===== config.mk =====
export PLATFORM = sky130hd
export DESIGN_NAME = quad_batch_vertex_builder
export DESIGN_NICKNAME = d
export VERILOG_FILES = /design/src/hdl/qbvb_pkg.sv /design/src/hdl/qbvb_datapath.sv /design/src/hdl/qbvb_ctrl.sv /design/src/hdl/quad_batch_vertex_builder.sv
export SDC_FILE = /design/constraint.sdc
export NUM_CORES = 1
export LEC_CHECK = 0
export ABC_AREA = 0
export ABC_CLOCK_PERIOD_IN_PS = 7080
export BUFFER_PORTS_ARGS = -buffer_cell sky130_fd_sc_hd__buf_4
export CAP_MARGIN = 10
export CORE_MARGIN = 2
export CORE_UTILIZATION = 40
export DETAILED_ROUTE_END_ITERATION = 6
export PLACE_DENSITY = 0.69
export SLEW_MARGIN = 20
export SYNTH_ARGS = -nofsm -noshare
export SYNTH_HDL_FRONTEND = slang
export SYNTH_SLANG_ARGS = --single-unit

===== constraint.sdc =====
create_clock -name i_clk -period 7.08 [get_ports i_clk]
set_input_delay 1.062 -clock i_clk [delete_from_list [all_inputs] [get_ports i_clk]]
set_output_delay 1.062 -clock i_clk [all_outputs]
set_load 0.01 [all_outputs]

===== src/hdl/qbvb_pkg.sv =====
// Shared types and constants for the quad batch vertex builder.
`timescale 1ns / 1ps

package qbvb_pkg;

    // Input item modes
    typedef enum logic [1:0] {
        MODE_COLOR = 2'd0,
        MODE_TEX   = 2'd1,
        MODE_FLUSH = 2'd2,
        MODE_NONE  = 2'd3
    } t_mode;

    // Controller states
    typedef enum logic [1:0] {
        ST_IDLE,
        ST_LOOK,
        ST_DRAW,
        ST_VERT
    } t_state;

    // Result kinds
    localparam logic KIND_VERTEX = 1'b0;
    localparam logic KIND_DRAW   = 1'b1;

    localparam logic [1:0] CORNER_LAST = 2'd3;

    // Field widths
    localparam int COORD_W    = 32;
    localparam int TILE_W     = 16;
    localparam int SLOT_W     = 4;
    localparam int IDX_W      = 17;
    localparam int LIMIT_W    = 15;
    localparam int IN_DATA_W  = 240;
    localparam int OUT_DATA_W = 168;

    // Output tdata field offsets
    localparam int OUT_CORNER_LO = 128;
    localparam int OUT_SLOT_LO   = 130;
    localparam int OUT_TILE_LO   = 134;
    localparam int OUT_IDX_LO    = 150;

    localparam logic [TILE_W-1:0]  TILE_ONE    = 16'd256;
    localparam logic [COORD_W-1:0] COLOR_WHITE = 32'hFFFF_FFFF;
    localparam logic [LIMIT_W-1:0] LIMIT_RESET = 15'd16384;

    // Commands from controller to datapath
    typedef struct packed {
        logic in_ready;
        logic look;
        logic flush_quiet;
        logic emit_draw;
        logic emit_vertex;
    } t_cmd;

    // Status from datapath to controller
    typedef struct packed {
        logic  in_valid;
        t_mode mode;
        logic  draw_needed;
        logic  quads_nonzero;
        logic  out_free;
        logic  last_corner;
    } t_status;

endpackage


===== src/hdl/qbvb_datapath.sv =====
// Datapath: item register, slot table, batch counters, corner math and output register.
`timescale 1ns / 1ps

module qbvb_datapath #(
    parameter int TEX_SLOTS       = 16,
    parameter int MAX_BATCH_QUADS = 16384
) (
    input  logic                                i_clk,
    input  logic                                i_rst_n,
    input  qbvb_pkg::t_cmd                      i_cmd,
    output qbvb_pkg::t_status                   o_status,
    input  logic                                i_s_tvalid,
    input  logic [qbvb_pkg::IN_DATA_W-1:0]      i_s_tdata,
    input  logic [1:0]                          i_s_tuser,
    output logic                                o_s_tready,
    output logic                                o_m_tvalid,
    input  logic                                i_m_tready,
    output logic [qbvb_pkg::OUT_DATA_W-1:0]     o_m_tdata,
    output logic                                o_m_tuser,
    output logic                                o_m_tlast,
    input  logic                                i_cfg_valid,
    output logic                                o_cfg_ready,
    input  logic [qbvb_pkg::LIMIT_W-1:0]        i_cfg_data
);

    localparam int NW = $clog2(TEX_SLOTS + 1);
    localparam int TW = $clog2(TEX_SLOTS);
    localparam int QW = $clog2(MAX_BATCH_QUADS + 1);
    localparam int CW = (QW > qbvb_pkg::LIMIT_W) ? QW : qbvb_pkg::LIMIT_W;
    localparam int IW = QW + 3;

    // Corner coordinate: floor((2c +/- s) / 2), saturated to 32 bits
    function automatic logic [31:0] corner_coord(input logic [31:0] c, input logic [31:0] s,
                                                 input logic plus);
        logic [33:0] v;
        logic [32:0] h;
        begin
            v = plus ? ({c[31], c, 1'b0} + {{2{s[31]}}, s})
                     : ({c[31], c, 1'b0} - {{2{s[31]}}, s});
            h = v[33:1];
            if (h[32] != h[31]) begin
                corner_coord = h[32] ? 32'h8000_0000 : 32'h7FFF_FFFF;
            end else begin
                corner_coord = h[31:0];
            end
        end
    endfunction

    logic [qbvb_pkg::IN_DATA_W-1:0]  r_item;
    qbvb_pkg::t_mode                 r_mode;
    logic [31:0]                     r_slot_tab [TEX_SLOTS];
    logic [NW-1:0]                   r_next_slot;
    logic [QW-1:0]                   r_quads;
    logic [qbvb_pkg::LIMIT_W-1:0]    r_limit;
    logic [1:0]                      r_corner;
    logic                            r_hit;
    logic [NW-1:0]                   r_hit_slot;
    logic [NW-1:0]                   r_slot;
    logic                            r_out_valid;
    logic [qbvb_pkg::OUT_DATA_W-1:0] r_out_data;
    logic                            r_out_kind;
    logic                            r_out_last;

    logic [31:0] f_cx, f_cy, f_cz, f_w, f_h, f_rgba, f_tex;
    logic [15:0] f_tiling;
    logic        tex_mode, quad_mode, accept, first_corner, out_free;
    logic        hit_raw, hit_eff, limit_flush, full_flush;
    logic [NW-1:0] hit_idx, new_slot, cur_slot;
    logic [CW-1:0] lim_ext, eff_lim, q_ext;
    logic [IW-1:0] q6;
    logic [IW+qbvb_pkg::IDX_W-1:0] idx_ext;
    logic [NW+qbvb_pkg::SLOT_W-1:0] slot_ext;
    logic [qbvb_pkg::IDX_W-1:0] idx_count;
    logic        px, py;
    logic [qbvb_pkg::OUT_DATA_W-1:0] vert_data, draw_data;

    // Unpack the held item
    assign f_cx     = r_item[31:0];
    assign f_cy     = r_item[63:32];
    assign f_cz     = r_item[95:64];
    assign f_w      = r_item[127:96];
    assign f_h      = r_item[159:128];
    assign f_rgba   = r_item[191:160];
    assign f_tex    = r_item[223:192];
    assign f_tiling = r_item[239:224];

    assign tex_mode     = (r_mode == qbvb_pkg::MODE_TEX);
    assign quad_mode    = (r_mode == qbvb_pkg::MODE_COLOR) || (r_mode == qbvb_pkg::MODE_TEX);
    assign accept       = i_cmd.in_ready && i_s_tvalid;
    assign first_corner = (r_corner == 2'd0);
    assign out_free     = !r_out_valid || i_m_tready;

    // Clamp the batch limit into 1 .. MAX_BATCH_QUADS
    always_comb begin
        lim_ext = CW'(r_limit);
        q_ext   = CW'(r_quads);
        if (lim_ext == '0) begin
            eff_lim = CW'(1);
        end else if (lim_ext > CW'(MAX_BATCH_QUADS)) begin
            eff_lim = CW'(MAX_BATCH_QUADS);
        end else begin
            eff_lim = lim_ext;
        end
    end

    // Compare the texture id against every live slot; live ids are distinct
    always_comb begin
        hit_raw = 1'b0;
        hit_idx = '0;
        for (int i = 1; i < TEX_SLOTS; i++) begin
            if ((NW'(i) < r_next_slot) && (r_slot_tab[i] == f_tex)) begin
                hit_raw = 1'b1;
                hit_idx = hit_idx | NW'(i);
            end
        end
    end

    // Decide whether a draw has to go out before the vertices
    assign limit_flush = quad_mode && (q_ext >= eff_lim);
    assign hit_eff     = tex_mode && hit_raw && !limit_flush;
    assign full_flush  = tex_mode && !hit_eff && !limit_flush
                         && (r_next_slot >= NW'(TEX_SLOTS));

    // Slot of the current vertex
    assign new_slot = tex_mode ? (r_hit ? r_hit_slot : r_next_slot) : '0;
    assign cur_slot = first_corner ? new_slot : r_slot;
    assign slot_ext = {{qbvb_pkg::SLOT_W{1'b0}}, cur_slot};

    // Index count of a draw: six per quad
    assign q6        = (IW'(r_quads) << 2) + (IW'(r_quads) << 1);
    assign idx_ext   = {{qbvb_pkg::IDX_W{1'b0}}, q6};
    assign idx_count = idx_ext[qbvb_pkg::IDX_W-1:0];

    // Build the result payloads
    assign px = (r_corner == 2'd1) || (r_corner == 2'd2);
    assign py = r_corner[1];
    assign vert_data = {1'b0,
                        {qbvb_pkg::IDX_W{1'b0}},
                        tex_mode ? f_tiling : qbvb_pkg::TILE_ONE,
                        slot_ext[qbvb_pkg::SLOT_W-1:0],
                        r_corner,
                        tex_mode ? qbvb_pkg::COLOR_WHITE : f_rgba,
                        f_cz,
                        corner_coord(f_cy, f_h, py),
                        corner_coord(f_cx, f_w, px)};
    assign draw_data = {1'b0, idx_count, {qbvb_pkg::OUT_IDX_LO{1'b0}}};

    // Hold the accepted item
    always_ff @(posedge i_clk) begin
        if (accept) begin
            r_item <= i_s_tdata;
            r_mode <= qbvb_pkg::t_mode'(i_s_tuser);
        end
    end

    // Latch the lookup outcome and the quad's slot
    always_ff @(posedge i_clk) begin
        if (i_cmd.look) begin
            r_hit      <= hit_eff;
            r_hit_slot <= hit_idx;
        end
        if (i_cmd.emit_vertex && first_corner) begin
            r_slot <= new_slot;
        end
    end

    // Record a new texture in the slot table
    always_ff @(posedge i_clk) begin
        if (i_cmd.emit_vertex && first_corner && tex_mode && !r_hit
            && (r_next_slot < NW'(TEX_SLOTS))) begin
            r_slot_tab[r_next_slot[TW-1:0]] <= f_tex;
        end
    end

    // Advance batch counters, corner and limit register
    always_ff @(posedge i_clk) begin
        if (!i_rst_n) begin
            r_quads     <= '0;
            r_next_slot <= NW'(1);
            r_corner    <= '0;
            r_limit     <= qbvb_pkg::LIMIT_RESET;
        end else begin
            if (i_cfg_valid) begin
                r_limit <= i_cfg_data;
            end
            if (i_cmd.emit_draw || i_cmd.flush_quiet) begin
                r_quads     <= '0;
                r_next_slot <= NW'(1);
            end else if (i_cmd.emit_vertex && first_corner) begin
                r_quads <= r_quads + QW'(1);
                if (tex_mode && !r_hit) begin
                    r_next_slot <= r_next_slot + NW'(1);
                end
            end
            if (i_cmd.emit_vertex) begin
                r_corner <= r_corner + 2'd1;
            end
        end
    end

    // Output register: load a result, drop it once taken
    always_ff @(posedge i_clk) begin
        if (!i_rst_n) begin
            r_out_valid <= 1'b0;
        end else if (i_cmd.emit_draw || i_cmd.emit_vertex) begin
            r_out_valid <= 1'b1;
        end else if (i_m_tready) begin
            r_out_valid <= 1'b0;
        end
    end

    always_ff @(posedge i_clk) begin
        if (i_cmd.emit_draw) begin
            r_out_data <= draw_data;
            r_out_kind <= qbvb_pkg::KIND_DRAW;
            r_out_last <= (r_mode == qbvb_pkg::MODE_FLUSH);
        end else if (i_cmd.emit_vertex) begin
            r_out_data <= vert_data;
            r_out_kind <= qbvb_pkg::KIND_VERTEX;
            r_out_last <= (r_corner == qbvb_pkg::CORNER_LAST);
        end
    end

    assign o_s_tready  = i_cmd.in_ready;
    assign o_m_tvalid  = r_out_valid;
    assign o_m_tdata   = r_out_data;
    assign o_m_tuser   = r_out_kind;
    assign o_m_tlast   = r_out_last;
    assign o_cfg_ready = 1'b1;

    assign o_status.in_valid      = i_s_tvalid;
    assign o_status.mode          = r_mode;
    assign o_status.draw_needed   = limit_flush || full_flush;
    assign o_status.quads_nonzero = (r_quads != '0);
    assign o_status.out_free      = out_free;
    assign o_status.last_corner   = (r_corner == qbvb_pkg::CORNER_LAST);

endmodule


===== src/hdl/qbvb_ctrl.sv =====
// Controller state machine: sequences accept, slot lookup, draw and four vertices.
`timescale 1ns / 1ps

module qbvb_ctrl (
    input  logic              i_clk,
    input  logic              i_rst_n,
    input  qbvb_pkg::t_status i_status,
    output qbvb_pkg::t_cmd    o_cmd
);

    qbvb_pkg::t_state r_state;
    qbvb_pkg::t_state n_state;

    // Hold the state
    always_ff @(posedge i_clk) begin
        if (!i_rst_n) begin
            r_state <= qbvb_pkg::ST_IDLE;
        end else begin
            r_state <= n_state;
        end
    end

    // Next state and commands
    always_comb begin
        n_state = r_state;
        o_cmd   = '0;
        case (r_state)
            qbvb_pkg::ST_IDLE: begin
                o_cmd.in_ready = 1'b1;
                if (i_status.in_valid) begin
                    n_state = qbvb_pkg::ST_LOOK;
                end
            end
            qbvb_pkg::ST_LOOK: begin
                o_cmd.look = 1'b1;
                case (i_status.mode)
                    qbvb_pkg::MODE_FLUSH: begin
                        if (i_status.quads_nonzero) begin
                            n_state = qbvb_pkg::ST_DRAW;
                        end else begin
                            o_cmd.flush_quiet = 1'b1;
                            n_state = qbvb_pkg::ST_IDLE;
                        end
                    end
                    qbvb_pkg::MODE_COLOR, qbvb_pkg::MODE_TEX: begin
                        n_state = i_status.draw_needed ? qbvb_pkg::ST_DRAW
                                                       : qbvb_pkg::ST_VERT;
                    end
                    default: begin
                        n_state = qbvb_pkg::ST_IDLE;
                    end
                endcase
            end
            qbvb_pkg::ST_DRAW: begin
                if (i_status.out_free) begin
                    o_cmd.emit_draw = 1'b1;
                    n_state = (i_status.mode == qbvb_pkg::MODE_FLUSH) ? qbvb_pkg::ST_IDLE
                                                                       : qbvb_pkg::ST_VERT;
                end
            end
            qbvb_pkg::ST_VERT: begin
                if (i_status.out_free) begin
                    o_cmd.emit_vertex = 1'b1;
                    if (i_status.last_corner) begin
                        n_state = qbvb_pkg::ST_IDLE;
                    end
                end
            end
            default: begin
                n_state = qbvb_pkg::ST_IDLE;
            end
        endcase
    end

endmodule


===== src/hdl/quad_batch_vertex_builder.sv =====
// Top level of the quad batch vertex builder: controller, datapath and checks.
`timescale 1ns / 1ps

// Turns quad requests into four corner vertices each, batching them into draws.
// One item is in work at a time. A colored or textured quad passes the accept
// step, one parallel slot-table compare, a draw command first when one is needed,
// and four vertices at one result per cycle while the master side does not stall;
// any stall on the master side holds the block. An end-of-scene item emits a draw
// only when the batch holds quads, and an item of the unused mode is dropped. The
// single output register sets the one-result-per-cycle pace. The next item is
// accepted while the last result still waits in the output register.
// The batch limit is written through the cfg channel, which is always ready.
module quad_batch_vertex_builder #(
    parameter int TEX_SLOTS       = 16,
    parameter int MAX_BATCH_QUADS = 16384
) (
    input  logic                            i_clk,
    input  logic                            i_rst_n,
    // Input items
    input  logic                            s_tvalid,
    output logic                            s_tready,
    // center_x, center_y, center_z, width, height, rgba, texture_id, tiling
    input  logic [qbvb_pkg::IN_DATA_W-1:0]  s_tdata,
    // mode
    input  logic [1:0]                      s_tuser,
    // Result items
    output logic                            m_tvalid,
    input  logic                            m_tready,
    // vertex_x, vertex_y, vertex_z, vertex_color, corner, slot, tile_factor,
    // index_count, one pad bit
    output logic [qbvb_pkg::OUT_DATA_W-1:0] m_tdata,
    // kind
    output logic                            m_tuser,
    output logic                            m_tlast,
    // Batch limit register
    input  logic                            i_cfg_valid,
    output logic                            o_cfg_ready,
    input  logic [qbvb_pkg::LIMIT_W-1:0]    i_cfg_data
);

    qbvb_pkg::t_cmd    cmd;
    qbvb_pkg::t_status status;

    qbvb_ctrl u_ctrl (
        .i_clk    (i_clk),
        .i_rst_n  (i_rst_n),
        .i_status (status),
        .o_cmd    (cmd)
    );

    qbvb_datapath #(
        .TEX_SLOTS       (TEX_SLOTS),
        .MAX_BATCH_QUADS (MAX_BATCH_QUADS)
    ) u_datapath (
        .i_clk       (i_clk),
        .i_rst_n     (i_rst_n),
        .i_cmd       (cmd),
        .o_status    (status),
        .i_s_tvalid  (s_tvalid),
        .i_s_tdata   (s_tdata),
        .i_s_tuser   (s_tuser),
        .o_s_tready  (s_tready),
        .o_m_tvalid  (m_tvalid),
        .i_m_tready  (m_tready),
        .o_m_tdata   (m_tdata),
        .o_m_tuser   (m_tuser),
        .o_m_tlast   (m_tlast),
        .i_cfg_valid (i_cfg_valid),
        .o_cfg_ready (o_cfg_ready),
        .i_cfg_data  (i_cfg_data)
    );

    // One item in work at a time
    a_one_item: assert property (@(posedge i_clk) disable iff (!i_rst_n)
        s_tvalid && s_tready |=> !s_tready)
        else $error("input accepted on two consecutive edges");

    // A draw never carries an empty batch
    a_draw_nonempty: assert property (@(posedge i_clk) disable iff (!i_rst_n)
        m_tvalid && (m_tuser == qbvb_pkg::KIND_DRAW)
        |-> (m_tdata[qbvb_pkg::OUT_IDX_LO +: qbvb_pkg::IDX_W] != '0))
        else $error("draw item with zero index count");

    // A vertex closes its item exactly at the last corner
    a_vertex_last: assert property (@(posedge i_clk) disable iff (!i_rst_n)
        m_tvalid && (m_tuser == qbvb_pkg::KIND_VERTEX)
        |-> (m_tlast == (m_tdata[qbvb_pkg::OUT_CORNER_LO +: 2] == qbvb_pkg::CORNER_LAST)))
        else $error("vertex last flag out of step with corner");

    // A vertex item never carries an index count
    a_vertex_no_idx: assert property (@(posedge i_clk) disable iff (!i_rst_n)
        m_tvalid && (m_tuser == qbvb_pkg::KIND_VERTEX)
        |-> (m_tdata[qbvb_pkg::OUT_IDX_LO +: qbvb_pkg::IDX_W] == '0))
        else $error("vertex item with index count");

endmodule

== Word-level counts from Yosys, hierarchy flattened ==
Memory sizes are Yosys's and may differ from the RTL's.
Index checks and enable logic that the tools add are counted.

* Flip-flop bits (word level): 460
* Memory bits (writable): 512
* Input bits: 262
* Memories kept: 1

{| class="wikitable"
|+ Memories
! name !! depth !! width !! read ports !! clocked after Yosys merged registers in !! wr ports !! line !! text
|-
| u_datapath.r_slot_tab || 16 || 32 || 15 || 0 || 1 || qbvb_datapath.sv:51 || <nowiki>logic [31:0] r_slot_tab [TEX_SLOTS];</nowiki>
|}

* Add/sub/neg operators: 8
* Magnitude comparators: 19
* Equal/unequal tests: 29
* Mux-type cells: 66
* Bitwise operators: 1
* Reductions and logical operators: 51

{| class="wikitable"
|+ Operators by type and width
! kind !! number
|-
| 32-bit equality test || 15
|-
| 167-bit 2-to-1 mux || 2
|-
| 32-bit 2-to-1 mux || 5
|-
| 33-bit by 32-bit adder with 34-bit output || 2
|-
| 34-bit 2-to-1 mux || 2
|-
| 33-bit by 32-bit subtractor with 34-bit output || 2
|-
| 4-bit by 5-bit less-than comparator with 1-bit output, first input constant || 8
|-
| 4-bit 2-to-1 mux || 10
|-
| 15-bit 2-to-1 mux || 2
|-
| 1-bit 2-to-1 mux || 29
|-
| 1-bit logical AND || 27
|-
| 3-bit by 5-bit less-than comparator with 1-bit output, first input constant || 4
|-
| 2-bit 2-to-1 mux || 9
|-
| 17-bit by 16-bit adder with 17-bit output || 1
|-
| 16-bit 2-to-1 mux || 1
|-
| 15-bit by 1-bit adder with 15-bit output, second input constant || 1
|-
| 15-bit >= comparator || 1
|-
| 15-bit greater-than comparator, second input constant || 1
|-
| 15-bit logical NOT || 1
|-
| 15-bit nonzero test || 1
|-
| 3-bit 2-to-1 mux || 4
|-
| 2-bit equality test, second input constant || 5
|-
| 2-bit by 5-bit less-than comparator with 1-bit output, first input constant || 2
|-
| 2-bit case mux with 4 select lines || 1
|-
| other kinds (20) || 38
|}

== Depth between registers and ports, before layout ==
An unclocked memory read counts as a cell.

* Word-level depth: 28
* Mapped depth: 16

== Modules after synthesis ==
Synthesis repeated with hierarchy kept, for this count alone.

* Cell total of the unflattened synthesis: 3650
* Area total of the unflattened synthesis: 44697.9 sq um

{| class="wikitable"
|+ Modules (own cells, without submodules)
! module !! times used !! cells an instance !! area an instance (sq um) !! sequential area each (sq um)
|-
| qbvb_datapath || 1 || 3625 || 44529.0 || 26245.2
|-
| qbvb_ctrl || 1 || 25 || 168.9 || 40.0
|}

== Worst setup path after synthesis ==
Ideal clock, no wire load.

* Kind: input -> register
* Start point: input port s_tvalid
* End point: register u_ctrl.r_state[0]
* Data arrival time: 7345 ps
* Required time: 6987 ps
* Setup slack: -358 ps
* Stages on the path: 3
* Path buffers: 0
* Path through: and2_1 -> o21ai_0 -> o31ai_1

* Cells in the longest elaborated chain, start to end: 2

{| class="wikitable"
|+ Ends and longest elaborated chain
! item !! line !! text
|-
| start: declaration || quad_batch_vertex_builder.sv:20 || <nowiki>input logic s_tvalid,</nowiki>
|-
| 2-bit inequality test (no source line) || n/a ||
|-
| 4-bit AND reduction (no source line) || n/a ||
|-
| end signal: assignment || qbvb_ctrl.sv:17 || <nowiki>r_state <= qbvb_pkg::ST_IDLE;</nowiki>
|-
| end signal: assignment || qbvb_ctrl.sv:19 || <nowiki>r_state <= n_state;</nowiki>
|-
| end: declaration || qbvb_ctrl.sv:11 || <nowiki>qbvb_pkg::t_state r_state;</nowiki>
|}

Every way passes these cells.
A chain may end at the register's enable or synchronous reset.

== Worst setup path in the final report ==
* Start point: register u_datapath.r_item[129] (netlist name)
* End point: register u_datapath.r_out_data (netlist bit u_datapath.o_m_tdata[59])

* Cells in the longest elaborated chain, start to end: 4
* Elaborated cells between the ends (all ways): 6
* Classes of those cells: 2 x add/sub; 1 x eq/ne; 3 x mux

{| class="wikitable"
|+ Ends and longest elaborated chain
! item !! line !! text
|-
| start: declaration || qbvb_datapath.sv:49 || <nowiki>logic [qbvb_pkg::IN_DATA_W-1:0] r_item;</nowiki>
|-
| start signal: assignment || qbvb_datapath.sv:151 || <nowiki>r_item <= i_s_tdata;</nowiki>
|-
| 33-bit by 32-bit subtractor with 34-bit output or 33-bit by 32-bit adder with 34-bit output (tied branches) || qbvb_datapath.sv:39, qbvb_datapath.sv:38 ||
|-
| 34-bit 2-to-1 mux * || qbvb_datapath.sv:38 || <nowiki>v = plus ? ({c[31], c, 1'b0} + {{2{s[31]}}, s})</nowiki>
|-
| 32-bit 2-to-1 mux or 1-bit inequality test (tied branches) || qbvb_datapath.sv:42, qbvb_datapath.sv:41 ||
|-
| 32-bit 2-to-1 mux * || qbvb_datapath.sv:41 || <nowiki>if (h[32] != h[31]) begin</nowiki>
|-
| end signal: assignment || qbvb_datapath.sv:214 || <nowiki>r_out_data <= draw_data;</nowiki>
|-
| end signal: assignment || qbvb_datapath.sv:218 || <nowiki>r_out_data <= vert_data;</nowiki>
|-
| end: declaration || qbvb_datapath.sv:60 || <nowiki>logic [qbvb_pkg::OUT_DATA_W-1:0] r_out_data;</nowiki>
|}

Mark *: on every way between the ends. The rest lies on a longest branch, timed or not.

==> results.sh <==
export IMPL_synthTopCellsByArea="edfxtp_1, dfxtp_1, xnor2_1"
export IMPL_core_um2=110400
export IMPL_groute_usage_overall=0.2097
export IMPL_rsz0062_at_grt="false"
export IMPL_die_area_um2=113500
export IMPL_max_cap_viol_count=0
export IMPL_drive_above_1_share=0.1769
export IMPL_p_sw_frac=0.2877
export IMPL_r2r_start="u_datapath.r_item[129]"
export IMPL_clk_pin_slew_ps=60
export IMPL_p_seq_frac=0.449
export IMPL_min_path_cells=2
export IMPL_wirelength_um=123200
export IMPL_critical_path_class="flip-flop to flip-flop"
export IMPL_fp_row_count=122
export IMPL_synth_main_ff_cell="edfxtp_1"
export IMPL_setup_viol=0
export IMPL_slew_headroom=0.2324
export IMPL_htree_levels=3
export IMPL_skew_ps=28.96
export IMPL_yosysWarnings=0
export IMPL_yosys_area_share_simple=0.09713
export IMPL_combPwrFrac=0.198
export IMPL_synth_edff_count=748
export IMPL_drt_iter0_markers=2647
export IMPL_irDropWorstVdd_v=0.0002079
export IMPL_min_path_type="flip-flop to flip-flop"
export IMPL_cts_resized=0
export IMPL_cpPeakStageDelay_ps=680
export IMPL_post_cts_buffers=0
export IMPL_vias=30304
export IMPL_path_cells="ha_1, inv_1, fa_1, o21bai_1, o211ai_1, a2111oi_1, nor2_1, o41ai_1, a21oi_1, or3_1, nor2_1, nand2_1, o211ai_1"
export IMPL_clkPwrFrac=0.354
export IMPL_cts_buffers=102
export IMPL_port_buffer_count=431
export IMPL_tightestPinTransition_ps=1148
export IMPL_finalHoldViolations=0
export IMPL_synthCells=3675
export IMPL_crit_required_ps=7680
export IMPL_pwr_density_cell_nw_per_um2=283.7
export IMPL_antenna_left=0
export IMPL_slew_viol_final=0
export IMPL_yosys_register_bits=939
export IMPL_area_delta_synth_final_pct=18.76
export IMPL_initial_utilization=0.4018
export IMPL_final_setup_tns_ps=0
export IMPL_synth_xor_area_share=0.1116
export IMPL_end_kind="flip-flop"
export IMPL_status="finished clean"
export IMPL_cts_sinks=939
export IMPL_cts_tree="built"
export IMPL_multi_input_area_um2=16710
export IMPL_ioPinCount=435
export IMPL_cp_data_arrival_time_ps=5430
export IMPL_hpwl_um=83060
export IMPL_grt_overflow=0
export IMPL_post_route_period_util=0.6815
export IMPL_reg2regPathDepth=13
export IMPL_grt_pass1_vias=29366
export IMPL_n_fill_cell=9738
export IMPL_cts_buffer_depth=3
export IMPL_netSwitchingPower_mw=4.298
export IMPL_wl_per_cell_um=21.76
export IMPL_fin_nets=4521
export IMPL_synth_top_area_cell="edfxtp_1"
export IMPL_place_gp_congestion=0.9428
export IMPL_die_h_um=336.9
export IMPL_final_min_clock_period_ps=4825
export IMPL_grt_pass1_wl_um=181500
export IMPL_max_freq_mhz=207.3
export IMPL_cts_root_buffer="clkbuf_16"
export IMPL_start_kind="flip-flop"
export IMPL_viasPerCell=5.350
export IMPL_place_inst=5468
export IMPL_grt_start_max_net_pins=146
export IMPL_slowest_stage="nor2_1"
export IMPL_hp_start="u_datapath.o_m_tdata[92]"
export IMPL_synth_area_um2=44340
export IMPL_synth_top_family_by_area="XOR/XNOR gates"
export IMPL_synth_compound_area_share=0.1055
export IMPL_ys_seq_area_frac=0.5928
export IMPL_min_to="u_datapath.o_m_tdata[92]"
export IMPL_r2r_slack_ps=2250
export IMPL_hold_buffers=0
export IMPL_synthArstFlopShare=0
export IMPL_p_leak_nw=19.55
export IMPL_synth_top_area_frac=0.5066
export IMPL_die_w_um=336.9
export IMPL_intPower_mw=10.64
export IMPL_synthAdderAreaFrac=0.05339
export IMPL_syn_area_per_cell_um2=12.07
export IMPL_r2r_end="u_datapath.o_m_tdata[59]"
export IMPL_synth_mux_area_frac=0.006772
export IMPL_antenna_found_initial=3
export IMPL_synth_cell_type_count=89
export IMPL_finalNonFillerCells=5664
export IMPL_regArea_um2=26290
export IMPL_drtPass1Iterations=6
export IMPL_cp_max_fo=12
export IMPL_drc=0
export IMPL_worstSkewPairLatency_ps=680
through the flow:
stage               total power, mW  cell area, um^2  hold WS [ps]    util  setup slack, ps
CTS                           15.03            52640         437.6  0.4770             2270
floorplan                     8.489            44350         435.8       -             2037
finish                        14.94            52660         434.5  0.4771             2255
global route                  15.55            52650         454.9  0.4771             1941
detailed placement            9.749            49290         430.9  0.4466             2322
global placement              9.706            49290         424.5  0.4466             2446
final cells by class:
type	instances	share of cell area
inverter	164	0.01169
antenna	3	0.0001426
timing repair buffer	508	0.07266
sequential	939	0.4992
clock buffer	124	0.05242
clock inverter	69	0.01122
tap	1488	0.03536
multi-input combinational	2369	0.3173
synth_stat cells (all sizes together) (29+ instances only):
library cell / n
a21o: 35
a21oi: 174
buf: 30
clkbuf: 174
dfxtp: 191
edfxtp: 748
ha: 170
inv: 163
mux2i: 30
nand2: 240
nand2b: 29
nand3: 86
nand4: 100
nor2: 194
nor2b: 31
nor3: 45
nor4: 77
o21ai: 201
xnor2: 349
xor2: 216
placed cells by master, fill, tap and decap left out, types with 14 or more instances in the layout:
cell type  netlist  routed
o21bai_1        22      22
nor2b_1         31      30
a211oi_1        19      19
dfxtp_1        191     189
inv_1          163     162
nand4_1        100     100
o21a_1          14      14
xor2_1         216     216
nand3_1         86      86
a21o_1          35      35
o2bb2ai_2       16      16
a22oi_1         18      18
xnor2_1        349     348
a31oi_1         24      24
nand2b_1        29      29
clkbuf_16        0     106
a21oi_1        169     169
o21ai_0        193     193
buf_4            5     507
o211ai_1        24      24
nor3_1          45      39
o31ai_1         26      26
ha_1           170     170
a22o_1          22      22
edfxtp_1       748     748
nand2_1        240     239
maj3_1          14      14
clkinv_2         0      23
nor4_1          77      77
clkinv_1         1      20
mux2i_1         30      30
clkbuf_1       174      14
or3_1           19      19
nor2_1         192     182
worst max path at each step:
stage / start / endpoint / slack (ps)
after floorplan: u_datapath.r_corner[1] / u_datapath.r_slot_tab[1][0] / 2040
after global routing: u_datapath.r_item[129] / u_datapath.o_m_tdata[59] / 1940
after CTS: u_datapath.r_item[13] / u_datapath.o_m_tdata[30] / 2270
final: u_datapath.r_item[129] / u_datapath.o_m_tdata[59] / 2250
after global placement: u_datapath.r_item[13] / u_datapath.o_m_tdata[30] / 2450
after detailed placement: u_datapath.r_item[13] / u_datapath.o_m_tdata[30] / 2320
power by group through the flow:
stage               Sequential [mW]  Clock [mW]  Combinational, mW
floorplan                      6.90           0               1.59
global route                   6.74        5.60               3.21
CTS                            6.70        5.38               2.95
finish                         6.70        5.28               2.95
global placement               6.81           0               2.90
detailed placement             6.82           0               2.93
worst max-delay path, delay by kind of cell (launching register included):
kind | cells | cell delay, ps
AO/OA/AOI/OAI | 6 | 1970
AND/OR/NAND/NOR | 4 | 1730
adder cells (fa/ha/maj) | 2 | 600
flip-flops | 1 | 390
buffers and inverters | 1 | 50
logic make-up after synthesis:
kind of cell               count (synthesis)
and+or+nand+nor                          879
DFF                                      939
other                                      2
muxes                                     30
AOI/OAI and AO/OA                        703
xor gates and xnor gates                 565
buffers and inverters                    368
adders and majority gates                189
state kept, by name, summed over array words and instances (netlist names):
name and flops:
u_datapath.r_next_slot 5, u_ctrl.r_state 2, u_datapath.q_ext 15, u_datapath.r_slot 4, u_datapath.r_hit_slot 4, u_datapath.r_hit 1, u_datapath.o_m_tdata 166, u_datapath.o_m_tuser 1
u_datapath.r_slot_tab 480, u_datapath.lim_ext 15, u_datapath.r_mode 2, u_datapath.r_corner 2, u_datapath.o_m_tvalid 1, u_datapath.o_m_tlast 1, u_datapath.r_item 240
routing by layer:
metal | global-route usage | share of wire | vias to the layer above | wire length [um]
met1 | 0.2678 | 0.41 | 14859 | 50650
li1 | - | - | 14134 | -
met4 | 0.06725 | 0.029 | 2 | 3527
met2 | 0.3595 | 0.49 | 1125 | 60000
met3 | 0.03830 | 0.073 | 184 | 9052
met5 | 0 | 0.00011 | - | 13
(Power assumes the default switching activity.)
